$ cat src/rtl/bmpd_pkg.sv
// bmpd_pkg: shared types and constants for the bmp stream pixel decoder
// no dependencies
package bmpd_pkg;

  localparam logic [2:0] KIND_PIXEL = 3'd0;
  localparam logic [2:0] KIND_BAD_SIG = 3'd1;
  localparam logic [2:0] KIND_BAD_FMT = 3'd2;
  localparam logic [2:0] KIND_BAD_DIM = 3'd3;
  localparam logic [2:0] KIND_TRUNC = 3'd4;
  localparam logic [2:0] KIND_MASK_POS = 3'd5;

  localparam logic [31:0] DEF_RED = 32'h00FF0000;
  localparam logic [31:0] DEF_GREEN = 32'h0000FF00;
  localparam logic [31:0] DEF_BLUE = 32'h000000FF;
  localparam logic [31:0] DEF_ALPHA = 32'hFF000000;

  typedef struct packed {
    logic [31:0] mask;
    logic [4:0] low_bit;
    logic [7:0] mult;
    logic [4:0] post_shift;
  } chan_t;

  typedef struct packed {
    logic [2:0] kind;
    logic [11:0] pixel_x;
    logic [11:0] pixel_y;
    logic [31:0] argb;
    logic last_pixel;
  } result_t;

  // scale factors for a run of mask bits
  function automatic chan_t chan_setup(logic [31:0] mask);
    chan_t c;
    logic [4:0] s;
    logic [5:0] bits;
    logic [31:0] m;
    logic found;
    c.mask = mask;
    s = '0;
    found = 1'b0;
    for (int i = 0; i < 32; i++) begin
      if (!found && mask[i]) begin
        s = 5'(i);
        found = 1'b1;
      end
    end
    m = mask >> s;
    // count trailing ones of the shifted mask
    bits = 6'd32;
    found = 1'b0;
    for (int i = 0; i < 32; i++) begin
      if (!found && !m[i]) begin
        bits = 6'(i);
        found = 1'b1;
      end
    end
    c.low_bit = s;
    if (mask == '0) begin
      c.low_bit = '0;
      c.mult = '0;
      c.post_shift = '0;
    end else if (bits >= 6'd8) begin
      c.mult = 8'd1;
      c.post_shift = 5'(bits - 6'd8);
    end else begin
      case (bits[2:0])
        3'd1: c.mult = 8'd255;
        3'd2: c.mult = 8'd85;
        3'd3: c.mult = 8'd36;
        3'd4: c.mult = 8'd17;
        3'd5: c.mult = 8'd8;
        3'd6: c.mult = 8'd4;
        3'd7: c.mult = 8'd2;
        default: c.mult = 8'd0;
      endcase
      c.post_shift = '0;
    end
    return c;
  endfunction

endpackage

$ cat src/rtl/bmpd_scale.sv
// bmpd_scale: normalizes one bitfield channel of a pixel to 8 bits
// depends on bmpd_pkg
module bmpd_scale (
  input  bmpd_pkg::chan_t chan_i,
  input  logic [31:0]     px_i,
  output logic [7:0]      val_o
);
  logic [31:0] field;
  logic [39:0] prod;
  logic [39:0] shifted;

  always_comb begin
    field = (px_i & chan_i.mask) >> chan_i.low_bit;
    // multiplier is 1 whenever the field is wider than 8 bits
    prod = (chan_i.mult == 8'd1) ? {8'd0, field} : 40'(field[7:0] * chan_i.mult);
    shifted = prod >> chan_i.post_shift;
    val_o = (chan_i.mask == '0) ? 8'd0 : shifted[7:0];
  end
endmodule

$ cat src/rtl/bmp_stream_pixel_decoder.sv
// bmp_stream_pixel_decoder: top level, byte parser and result register
// depends on bmpd_pkg, bmpd_scale
//
// channel | dir | tdata                       | tuser | tlast
// s_axis  | in  | file_byte                   | -     | end_of_file
// m_axis  | out | kind,pixel_x,pixel_y,argb   | -     | last_pixel
//
// one byte per cycle while s_axis_tready is high; the parse state updates in the accept cycle
// a result is valid in the cycle after its byte is accepted, held in one output register
// s_axis_tready is high while the output register is empty or being taken
// reset clears parse state and output valid; after end of file state returns
// to its reset values for the next file
module bmp_stream_pixel_decoder #(
  parameter int unsigned MAX_DIM = 4096,
  parameter int unsigned MAX_PIXELS = 16777216
) (
  input  logic        clk_i,
  input  logic        rst_ni,
  input  logic        s_axis_tvalid,
  output logic        s_axis_tready,
  input  logic [7:0]  s_axis_tdata,   // [7:0] file_byte
  input  logic        s_axis_tlast,
  output logic        m_axis_tvalid,
  input  logic        m_axis_tready,
  output logic [63:0] m_axis_tdata,   // [2:0] kind, [14:3] x, [26:15] y, [58:27] argb
  output logic        m_axis_tlast
);
  typedef enum logic [2:0] {
    PH_HEADER, PH_GAP, PH_PIXELS, PH_DONE, PH_ERROR
  } phase_e;

  phase_e phase_q, phase_d;
  logic [31:0] pos_q, pos_d, start_q, start_d, hsize_q, hsize_d, wbuf_q, wbuf_d;
  logic [12:0] width_q, width_d, height_q, height_d, col_q, col_d, row_q, row_d;
  logic topdown_q, topdown_d, four_q, four_d, bitf_q, bitf_d;
  bmpd_pkg::chan_t ch_q [4];
  bmpd_pkg::chan_t ch_d [4];
  logic [31:0] acc_q, acc_d;
  logic [1:0] bip_q, bip_d, pad_q, pad_d;
  bmpd_pkg::result_t res_q, res_d;
  logic out_v_q, out_v_d;
  logic [7:0] sc [4];
  logic [31:0] argb_px;

  logic acc_in;
  assign s_axis_tready = !out_v_q || m_axis_tready;
  assign acc_in = s_axis_tvalid && s_axis_tready;

  logic [31:0] px_full;
  assign px_full = acc_q | ({24'd0, s_axis_tdata} << {bip_q, 3'd0});

  for (genvar g = 0; g < 4; g++) begin : g_scale
    bmpd_scale u_scale (.chan_i(ch_q[g]), .px_i(px_full), .val_o(sc[g]));
  end

  always_comb begin
    logic [31:0] w, h, base, rel;
    logic [32:0] st;
    logic [2:0] kind;
    logic pix, last;
    logic [11:0] px_x, px_y;
    logic [2:0] nb;
    logic [15:0] rowbytes;
    phase_d = phase_q; pos_d = pos_q; start_d = start_q; hsize_d = hsize_q;
    wbuf_d = wbuf_q; width_d = width_q; height_d = height_q; col_d = col_q;
    row_d = row_q; topdown_d = topdown_q; four_d = four_q; bitf_d = bitf_q;
    ch_d = ch_q; acc_d = acc_q; bip_d = bip_q; pad_d = pad_q;
    kind = bmpd_pkg::KIND_PIXEL; pix = 1'b0; last = 1'b0; px_x = '0; px_y = '0;
    argb_px = '0; w = '0; h = '0; base = '0; rel = '0; st = '0;
    nb = four_q ? 3'd4 : 3'd3;
    rowbytes = 16'(width_q) * 16'(nb);
    if (acc_in) begin
      if (pos_q != 32'hFFFFFFFF) pos_d = pos_q + 32'd1;
      if (phase_q == PH_HEADER || phase_q == PH_GAP)
        wbuf_d = {s_axis_tdata, wbuf_q[31:8]};
      w = wbuf_d;
      if (phase_q == PH_GAP && pos_q >= start_q) phase_d = PH_PIXELS;
      base = (hsize_q >= 32'd56) ? 32'd54 : 32'd14 + hsize_q;
      if (phase_q == PH_HEADER) begin
        case (pos_q)
          32'd0: if (s_axis_tdata != 8'h42) kind = bmpd_pkg::KIND_BAD_SIG;
          32'd1: if (s_axis_tdata != 8'h4D) kind = bmpd_pkg::KIND_BAD_SIG;
          32'd13: start_d = w;
          32'd17: begin
            hsize_d = w;
            if (w < 32'd40) kind = bmpd_pkg::KIND_BAD_FMT;
            else begin
              st = 33'd14 + 33'(w);
              if (33'(start_q) > st) st = 33'(start_q);
              start_d = st[32] ? 32'hFFFFFFFF : st[31:0];
            end
          end
          32'd21: begin
            if (w == '0 || w > 32'(MAX_DIM)) kind = bmpd_pkg::KIND_BAD_DIM;
            else width_d = w[12:0];
          end
          32'd25: begin
            h = w;
            if (w[31]) begin
              topdown_d = 1'b1;
              h = 32'd0 - w;
            end
            if (h == '0 || h > 32'(MAX_DIM)) kind = bmpd_pkg::KIND_BAD_DIM;
            else if (26'(width_q) * 26'(h[12:0]) > 26'(MAX_PIXELS))
              kind = bmpd_pkg::KIND_BAD_DIM;
            else height_d = h[12:0];
          end
          32'd27: if (w[31:16] != 16'd1) kind = bmpd_pkg::KIND_BAD_FMT;
          32'd29: begin
            if (w[31:16] != 16'd24 && w[31:16] != 16'd32) kind = bmpd_pkg::KIND_BAD_FMT;
            else four_d = (w[31:16] == 16'd32);
          end
          32'd33: begin
            if (w != 32'd0 && w != 32'd3) kind = bmpd_pkg::KIND_BAD_FMT;
            else if (w == 32'd3 && !four_q) kind = bmpd_pkg::KIND_BAD_FMT;
            else begin
              bitf_d = (w == 32'd3);
              if (w == 32'd3 && (33'(base) + 33'd12 > 33'(start_q)))
                kind = bmpd_pkg::KIND_MASK_POS;
              else begin
                if (w == 32'd3) ch_d[3] = bmpd_pkg::chan_setup('0);
                phase_d = PH_GAP;
              end
            end
          end
          default: ;
        endcase
      end else if (phase_d == PH_GAP) begin
        if (bitf_q) begin
          if (pos_q >= base) begin
            rel = pos_q - base;
            if (rel == 32'd3) ch_d[0] = bmpd_pkg::chan_setup(w);
            else if (rel == 32'd7) ch_d[1] = bmpd_pkg::chan_setup(w);
            else if (rel == 32'd11) begin
              ch_d[2] = bmpd_pkg::chan_setup(w);
              if (ch_q[0].mask == '0 || ch_q[1].mask == '0 || w == '0)
                kind = bmpd_pkg::KIND_BAD_FMT;
            end
          end
          if (hsize_q >= 32'd56 && pos_q == 32'd69) ch_d[3] = bmpd_pkg::chan_setup(w);
        end
      end else if (phase_d == PH_PIXELS) begin
        if (pad_q != 2'd0) begin
          pad_d = pad_q - 2'd1;
          if (pad_d == 2'd0 && row_q >= height_q) phase_d = PH_DONE;
        end else begin
          acc_d = px_full;
          if (3'(bip_q) + 3'd1 >= nb) begin
            if (!four_q) argb_px = {8'hFF, px_full[23:0]};
            else if (!bitf_q) argb_px = px_full;
            else argb_px = {(ch_q[3].mask != '0) ? sc[3] : 8'hFF, sc[0], sc[1], sc[2]};
            pix = 1'b1;
            px_x = col_q[11:0];
            px_y = topdown_q ? row_q[11:0] : 12'(height_q - 13'd1 - row_q);
            last = (row_q + 13'd1 == height_q) && (col_q + 13'd1 == width_q);
            acc_d = '0;
            bip_d = '0;
            col_d = col_q + 13'd1;
            if (col_d >= width_q) begin
              col_d = '0;
              row_d = row_q + 13'd1;
              pad_d = 2'(3'd4 - {1'b0, rowbytes[1:0]});
              if (pad_d == 2'd0 && row_d >= height_q) phase_d = PH_DONE;
            end
          end else begin
            bip_d = bip_q + 2'd1;
          end
        end
      end
      if (kind != bmpd_pkg::KIND_PIXEL) phase_d = PH_ERROR;
      if (s_axis_tlast && kind == bmpd_pkg::KIND_PIXEL && phase_d != PH_DONE
          && phase_d != PH_ERROR) begin
        kind = bmpd_pkg::KIND_TRUNC;
        pix = 1'b0;
      end
      if (s_axis_tlast) begin
        phase_d = PH_HEADER; pos_d = '0; start_d = '0; hsize_d = '0; width_d = '0;
        height_d = '0; wbuf_d = '0; acc_d = '0; topdown_d = 1'b0; four_d = 1'b0;
        bitf_d = 1'b0; bip_d = '0; col_d = '0; row_d = '0; pad_d = '0;
        ch_d[0] = '{mask: bmpd_pkg::DEF_RED, default: '0};
        ch_d[1] = '{mask: bmpd_pkg::DEF_GREEN, default: '0};
        ch_d[2] = '{mask: bmpd_pkg::DEF_BLUE, default: '0};
        ch_d[3] = '{mask: bmpd_pkg::DEF_ALPHA, default: '0};
      end
    end
    res_d = res_q;
    out_v_d = out_v_q && !m_axis_tready;
    if (acc_in && kind != bmpd_pkg::KIND_PIXEL) begin
      out_v_d = 1'b1;
      res_d = '{kind: kind, default: '0};
    end else if (acc_in && pix) begin
      out_v_d = 1'b1;
      res_d = '{kind: bmpd_pkg::KIND_PIXEL, pixel_x: px_x, pixel_y: px_y,
                argb: argb_px, last_pixel: last};
    end
  end

  always_ff @(posedge clk_i or negedge rst_ni) begin
    if (!rst_ni) begin
      phase_q <= PH_HEADER; pos_q <= '0; start_q <= '0; hsize_q <= '0;
      wbuf_q <= '0; width_q <= '0; height_q <= '0; col_q <= '0; row_q <= '0;
      topdown_q <= 1'b0; four_q <= 1'b0; bitf_q <= 1'b0; acc_q <= '0;
      bip_q <= '0; pad_q <= '0; out_v_q <= 1'b0;
      ch_q[0] <= '{mask: bmpd_pkg::DEF_RED, default: '0};
      ch_q[1] <= '{mask: bmpd_pkg::DEF_GREEN, default: '0};
      ch_q[2] <= '{mask: bmpd_pkg::DEF_BLUE, default: '0};
      ch_q[3] <= '{mask: bmpd_pkg::DEF_ALPHA, default: '0};
    end else begin
      phase_q <= phase_d; pos_q <= pos_d; start_q <= start_d; hsize_q <= hsize_d;
      wbuf_q <= wbuf_d; width_q <= width_d; height_q <= height_d; col_q <= col_d;
      row_q <= row_d; topdown_q <= topdown_d; four_q <= four_d; bitf_q <= bitf_d;
      acc_q <= acc_d; bip_q <= bip_d; pad_q <= pad_d; out_v_q <= out_v_d;
      ch_q <= ch_d;
    end
  end

  always_ff @(posedge clk_i) begin
    res_q <= res_d;
  end

  assign m_axis_tvalid = out_v_q;
  assign m_axis_tdata = {5'd0, res_q.argb, res_q.pixel_y, res_q.pixel_x, res_q.kind};
  assign m_axis_tlast = res_q.last_pixel;
endmodule

$ cat config.mk
export PLATFORM = sky130hd
export DESIGN_NAME = bmp_stream_pixel_decoder
export DESIGN_NICKNAME = d
export VERILOG_FILES = /design/src/rtl/bmpd_pkg.sv /design/src/rtl/bmpd_scale.sv /design/src/rtl/bmp_stream_pixel_decoder.sv
export SDC_FILE = /design/constraint.sdc
export NUM_CORES = 2
export LEC_CHECK = 0
export BUFFER_PORTS_ARGS = -buffer_cell sky130_fd_sc_hd__buf_4
export CORE_MARGIN = 2
export CORE_UTILIZATION = 40
export CTS_CLUSTER_DIAMETER = 50
export DETAILED_ROUTE_END_ITERATION = 10
export PLACE_DENSITY = 0.55
export SKIP_LAST_GASP = 1
export SYNTH_ARGS = -nofsm -noshare
export SYNTH_HDL_FRONTEND = slang
export SYNTH_SLANG_ARGS = --single-unit
$ cat constraint.sdc
create_clock -name clk_i -period 13.5 [get_ports clk_i]
set_clock_uncertainty 0.15 [all_clocks]
set_input_delay 1.35 -clock clk_i [delete_from_list [all_inputs] [get_ports clk_i]]
set_output_delay 1.35 -clock clk_i [all_outputs]
set_load 0.01 [all_outputs]
==> results.md <==
- Initial DRT Pass Iterations: 8
- Core Area: 0.1418 mm2
- IO Count: 80
- Clk slew on worst S/H paths: 0.06 ns
- Hpwl dp: 164.5 mm
- Final worst slack: 2.386 ns
- Max Freq: 89.98 MHz
- Max-cap viol count: 0
- Die width: 382.4 um
- Met1 usage: 0.4176
- Status: complete, no violations
- CP max stage delay: 0.71 ns
- Port bufs: 74
- Vias: 53,048
- Crit-path slowest cell: xnor2_2
- Clock tree from TritonCTS: done
- Most common flop cell mapped by yosys: dfrtp_1
- Normalized max-slew margin: 0.05472
- Fillers: 14,143
- Crit path DAT: 11.35 ns
- Max VDD drop: 0.2336 mV
- RSZ-0062 raised after global routing: false
- Total wire length: 214.8 mm
- CTS H-tree lvls: 3
- Clock Sinks: 483
- Worst-skew pair later-pin latency: 0.71 ns
- Final Hold Fails: 0
- Critical path class: reg -> reg
- CP Max Fanout: 59
- Placer Congestion: 1.050
- Hold Path Class: reg -> reg
- Seq/Total Area, Yosys: 0.2071
- Syn-to-layout area delta: 9.131%
- GRT Overall Usage: 0.2898
- DIE AREA: 0.1462 mm2
- GR Util met3: 0.04582
- CTS Buffer Depth: 3
- Crit path capture type: flop
- Yosys cell types: 117
- M2 GR Usage: 0.4342
- Residual DRC: 0
- Seq cells post-synth: 483
- Remaining global-route overflow: 0
- EDFF count, synth: 3
- CP startpoint kind: flop
- Vias in the first global route: 51,364
- Post-Syn Instances: 6,914
- Worst Tran Pin Value: 1.408 ns
- Async SR Flop Fraction: 0.8758
- Routed Antenna Nets: 0
- Sequential cell area: 0.01186 mm2
- Global-route wire length before repair: 327.8 mm
- DR vias/cell: 6.049
- WL/cell: 24.49 um
- Gr busiest metal: met2
- Total CTS buffers: 80
- Initial core utilization: 0.4039
- Largest net degree at the start of global routing: 165
- Pwr/cell area: 199.8 mW/mm2
- Mapped Area: 0.05726 mm2
- Final Core Density: 0.4408
- Worst path most repeated cell: fa_1
- Period utilisation layout: 0.8233
- Multi-input gate area: 0.04190 mm2
- Post-Place Setup Slack: 2.299 ns
- Antenna violations before repair: 11
- Shortest period the worst path allows: 11.11 ns
- Die Ht: 382.4 um
- Share of cells above drive strength 1: 0.1137
- Clock root cell: clkbuf_16
- Drt initial violations: 5,815
- Critical Path RT: 13.74 ns
- Num rows: 138
- NumNets Final: 7,498
- Slew Viols, Final: 0
- Avg Inst Size Synth: 8.282 um2
- Static leakage: 27.08 nW
- Post-CTS Resized: 0
- Setup TNS: 0 ns
- Post-CTS setup buffers: 0
- Synthesis Warnings: 0
- Hold_buf cts: 0
- Final Setup Violations: 0
[routing by layer]
layer | up-vias | wire length (um)
li1 | 24293 | -
met1 | 26214 | 96850
met2 | 2172 | 92540
met3 | 361 | 16890
met4 | 8 | 8479
met5 | - | 44
[path summary, 6_finish.rpt]
| kind | cells past startpoint | to | slack, ns | start |
|---|---|---|---|---|
| min in group asynchronous | 1 | wbuf_q[4]$_DFFE_PN0P_ | 0.54 | rst_ni |
| setup reg to reg | 35 | m_axis_tdata[1]$_DFFE_PP_ | 2.39 | phase_q[2]$_DFFE_PN0P_ |
| max in group asynchronous | 3 | ch_q[12]$_DFFE_PN0P_ | 10.47 | rst_ni |
| hold reg to reg | 2 | m_axis_tlast$_SDFFE_PP0P_ | 0.33 | m_axis_tlast$_SDFFE_PP0P_ |
| setup / recovery | 35 | m_axis_tdata[1]$_DFFE_PP_ | 2.39 | phase_q[2]$_DFFE_PN0P_ |
| hold / removal | 2 | m_axis_tlast$_SDFFE_PP0P_ | 0.33 | m_axis_tlast$_SDFFE_PP0P_ |
[cell families after synthesis]
logic type      after synthesis  synth area share
compound gates             1638            0.1804
xor+xnor                    161           0.02489
fa+ha+maj                   676            0.1827
buf+inv                     970           0.06677
flops                       483            0.2071
mux                         706            0.1467
other cells                   2         0.0001312
simple gates               2278            0.1914
[where the power goes]
part           leakage, nW  total, W  internal, W  switching [W]
Sequential            6.18   0.00207      0.00168       0.000389
Combinational         19.5   0.00826      0.00259        0.00567
Clock                 1.39   0.00215      0.00128       0.000874
[worst max-delay path: cells and delay by family, from the launching register on]
family | cells | cell delay, ns
flops | 1 | 0.40
xor+xnor | 1 | 0.71
buf+inv | 5 | 0.70
fa+ha+maj | 7 | 3.12
compound gates | 9 | 2.66
simple gates | 13 | 3.03
[cells in the mapped netlist (all sizes together) (19+ instances only)]
| cell | count | share of area |
|---|---|---|
| o31ai | 48 | 0.0065 |
| a211oi | 78 | 0.010 |
| nand2b | 56 | 0.0061 |
| a22o | 19 | 0.0029 |
| xnor2 | 103 | 0.016 |
| o211ai | 70 | 0.0093 |
| and3 | 33 | 0.0036 |
| nor3b | 20 | 0.0026 |
| o21bai | 31 | 0.0041 |
| mux2i | 402 | 0.070 |
| o21a | 29 | 0.0038 |
| ha | 409 | 0.089 |
| mux2 | 220 | 0.043 |
| dfrtp | 391 | 0.17 |
| a21o | 93 | 0.012 |
| nor2b | 39 | 0.0043 |
| a31oi | 77 | 0.0084 |
| fa | 267 | 0.093 |
| or3 | 49 | 0.0054 |
| nand4 | 71 | 0.0079 |
| mux4 | 84 | 0.033 |
| nor4 | 93 | 0.011 |
| and2 | 211 | 0.023 |
| dfstp | 32 | 0.015 |
| xor2 | 58 | 0.0089 |
| o22ai | 22 | 0.0025 |
| nand3b | 20 | 0.0026 |
| buf | 101 | 0.0098 |
| a21boi | 23 | 0.0030 |
| nor3 | 111 | 0.010 |
| a2111oi | 21 | 0.0035 |
| o21ai | 556 | 0.049 |
| nand2 | 813 | 0.053 |
| clkbuf | 346 | 0.023 |
| nor2 | 507 | 0.033 |
| o2111ai | 21 | 0.0032 |
| dfxtp | 57 | 0.020 |
| a21oi | 361 | 0.032 |
| nand3 | 159 | 0.014 |
| and3b | 19 | 0.0029 |
| inv | 521 | 0.034 |
[per-stage QoR]
| step | cells | total power, W | cell area, um2 | hold WS (ns) |
|---|---|---|---|---|
| after floorplan | 6967 | 0.007331 | 57460 | 0.3007 |
| after global placement | 8616 | 0.01009 | 59650 | 0.3167 |
| after detailed placement | 8616 | 0.01009 | 59650 | 0.3196 |
| after CTS | 8765 | 0.01228 | 62470 | 0.3308 |
| after global routing | 8766 | 0.01319 | 62480 | 0.3617 |
| final | 8770 | 0.01248 | 62490 | 0.3256 |
[layout make-up]
class / instances / share of cell area
sequential: 483 / 0.1898
inverter: 523 / 0.03141
timing repair buffer: 207 / 0.02519
clock buffer: 103 / 0.03618
tap: 1890 / 0.03784
clock inverter: 46 / 0.008930
antenna: 4 / 0.0001602
multi-input combinational: 5514 / 0.6705
[state kept, by name, summed over array words and instances, names as in the netlist, 2 cells and up]
register	cells
m_axis_tdata	59
hsize_q	32
start_q	32
bip_q	2
col_q	13
acc_q	32
row_q	13
ch_q	200
pad_q	2
width_q	13
phase_q	3
height_q	13
pos_q	32
wbuf_q	32
[cell usage in the layout, fill, tap and decap left out, types with 55 or more instances in the layout]
cell,synthesis,routed
buf_4,11,205
a211oi_1,75,75
nor3_1,109,108
ha_1,409,409
a31oi_1,77,76
conb_1,2,55
nand4_1,70,70
nand2b_1,56,56
nor4_1,89,88
o21ai_0,535,533
nand3_1,158,158
a21o_1,93,93
dfxtp_1,57,57
and2_1,211,209
mux2_2,219,219
o211ai_1,69,69
fa_1,267,267
mux4_2,84,84
mux2i_1,400,396
inv_1,518,517
clkbuf_16,0,82
nand2_1,813,813
nor2_1,505,503
xnor2_1,101,101
xor2_1,58,58
a21oi_1,361,359
dfrtp_1,391,388
(Power assumes the default switching activity.)
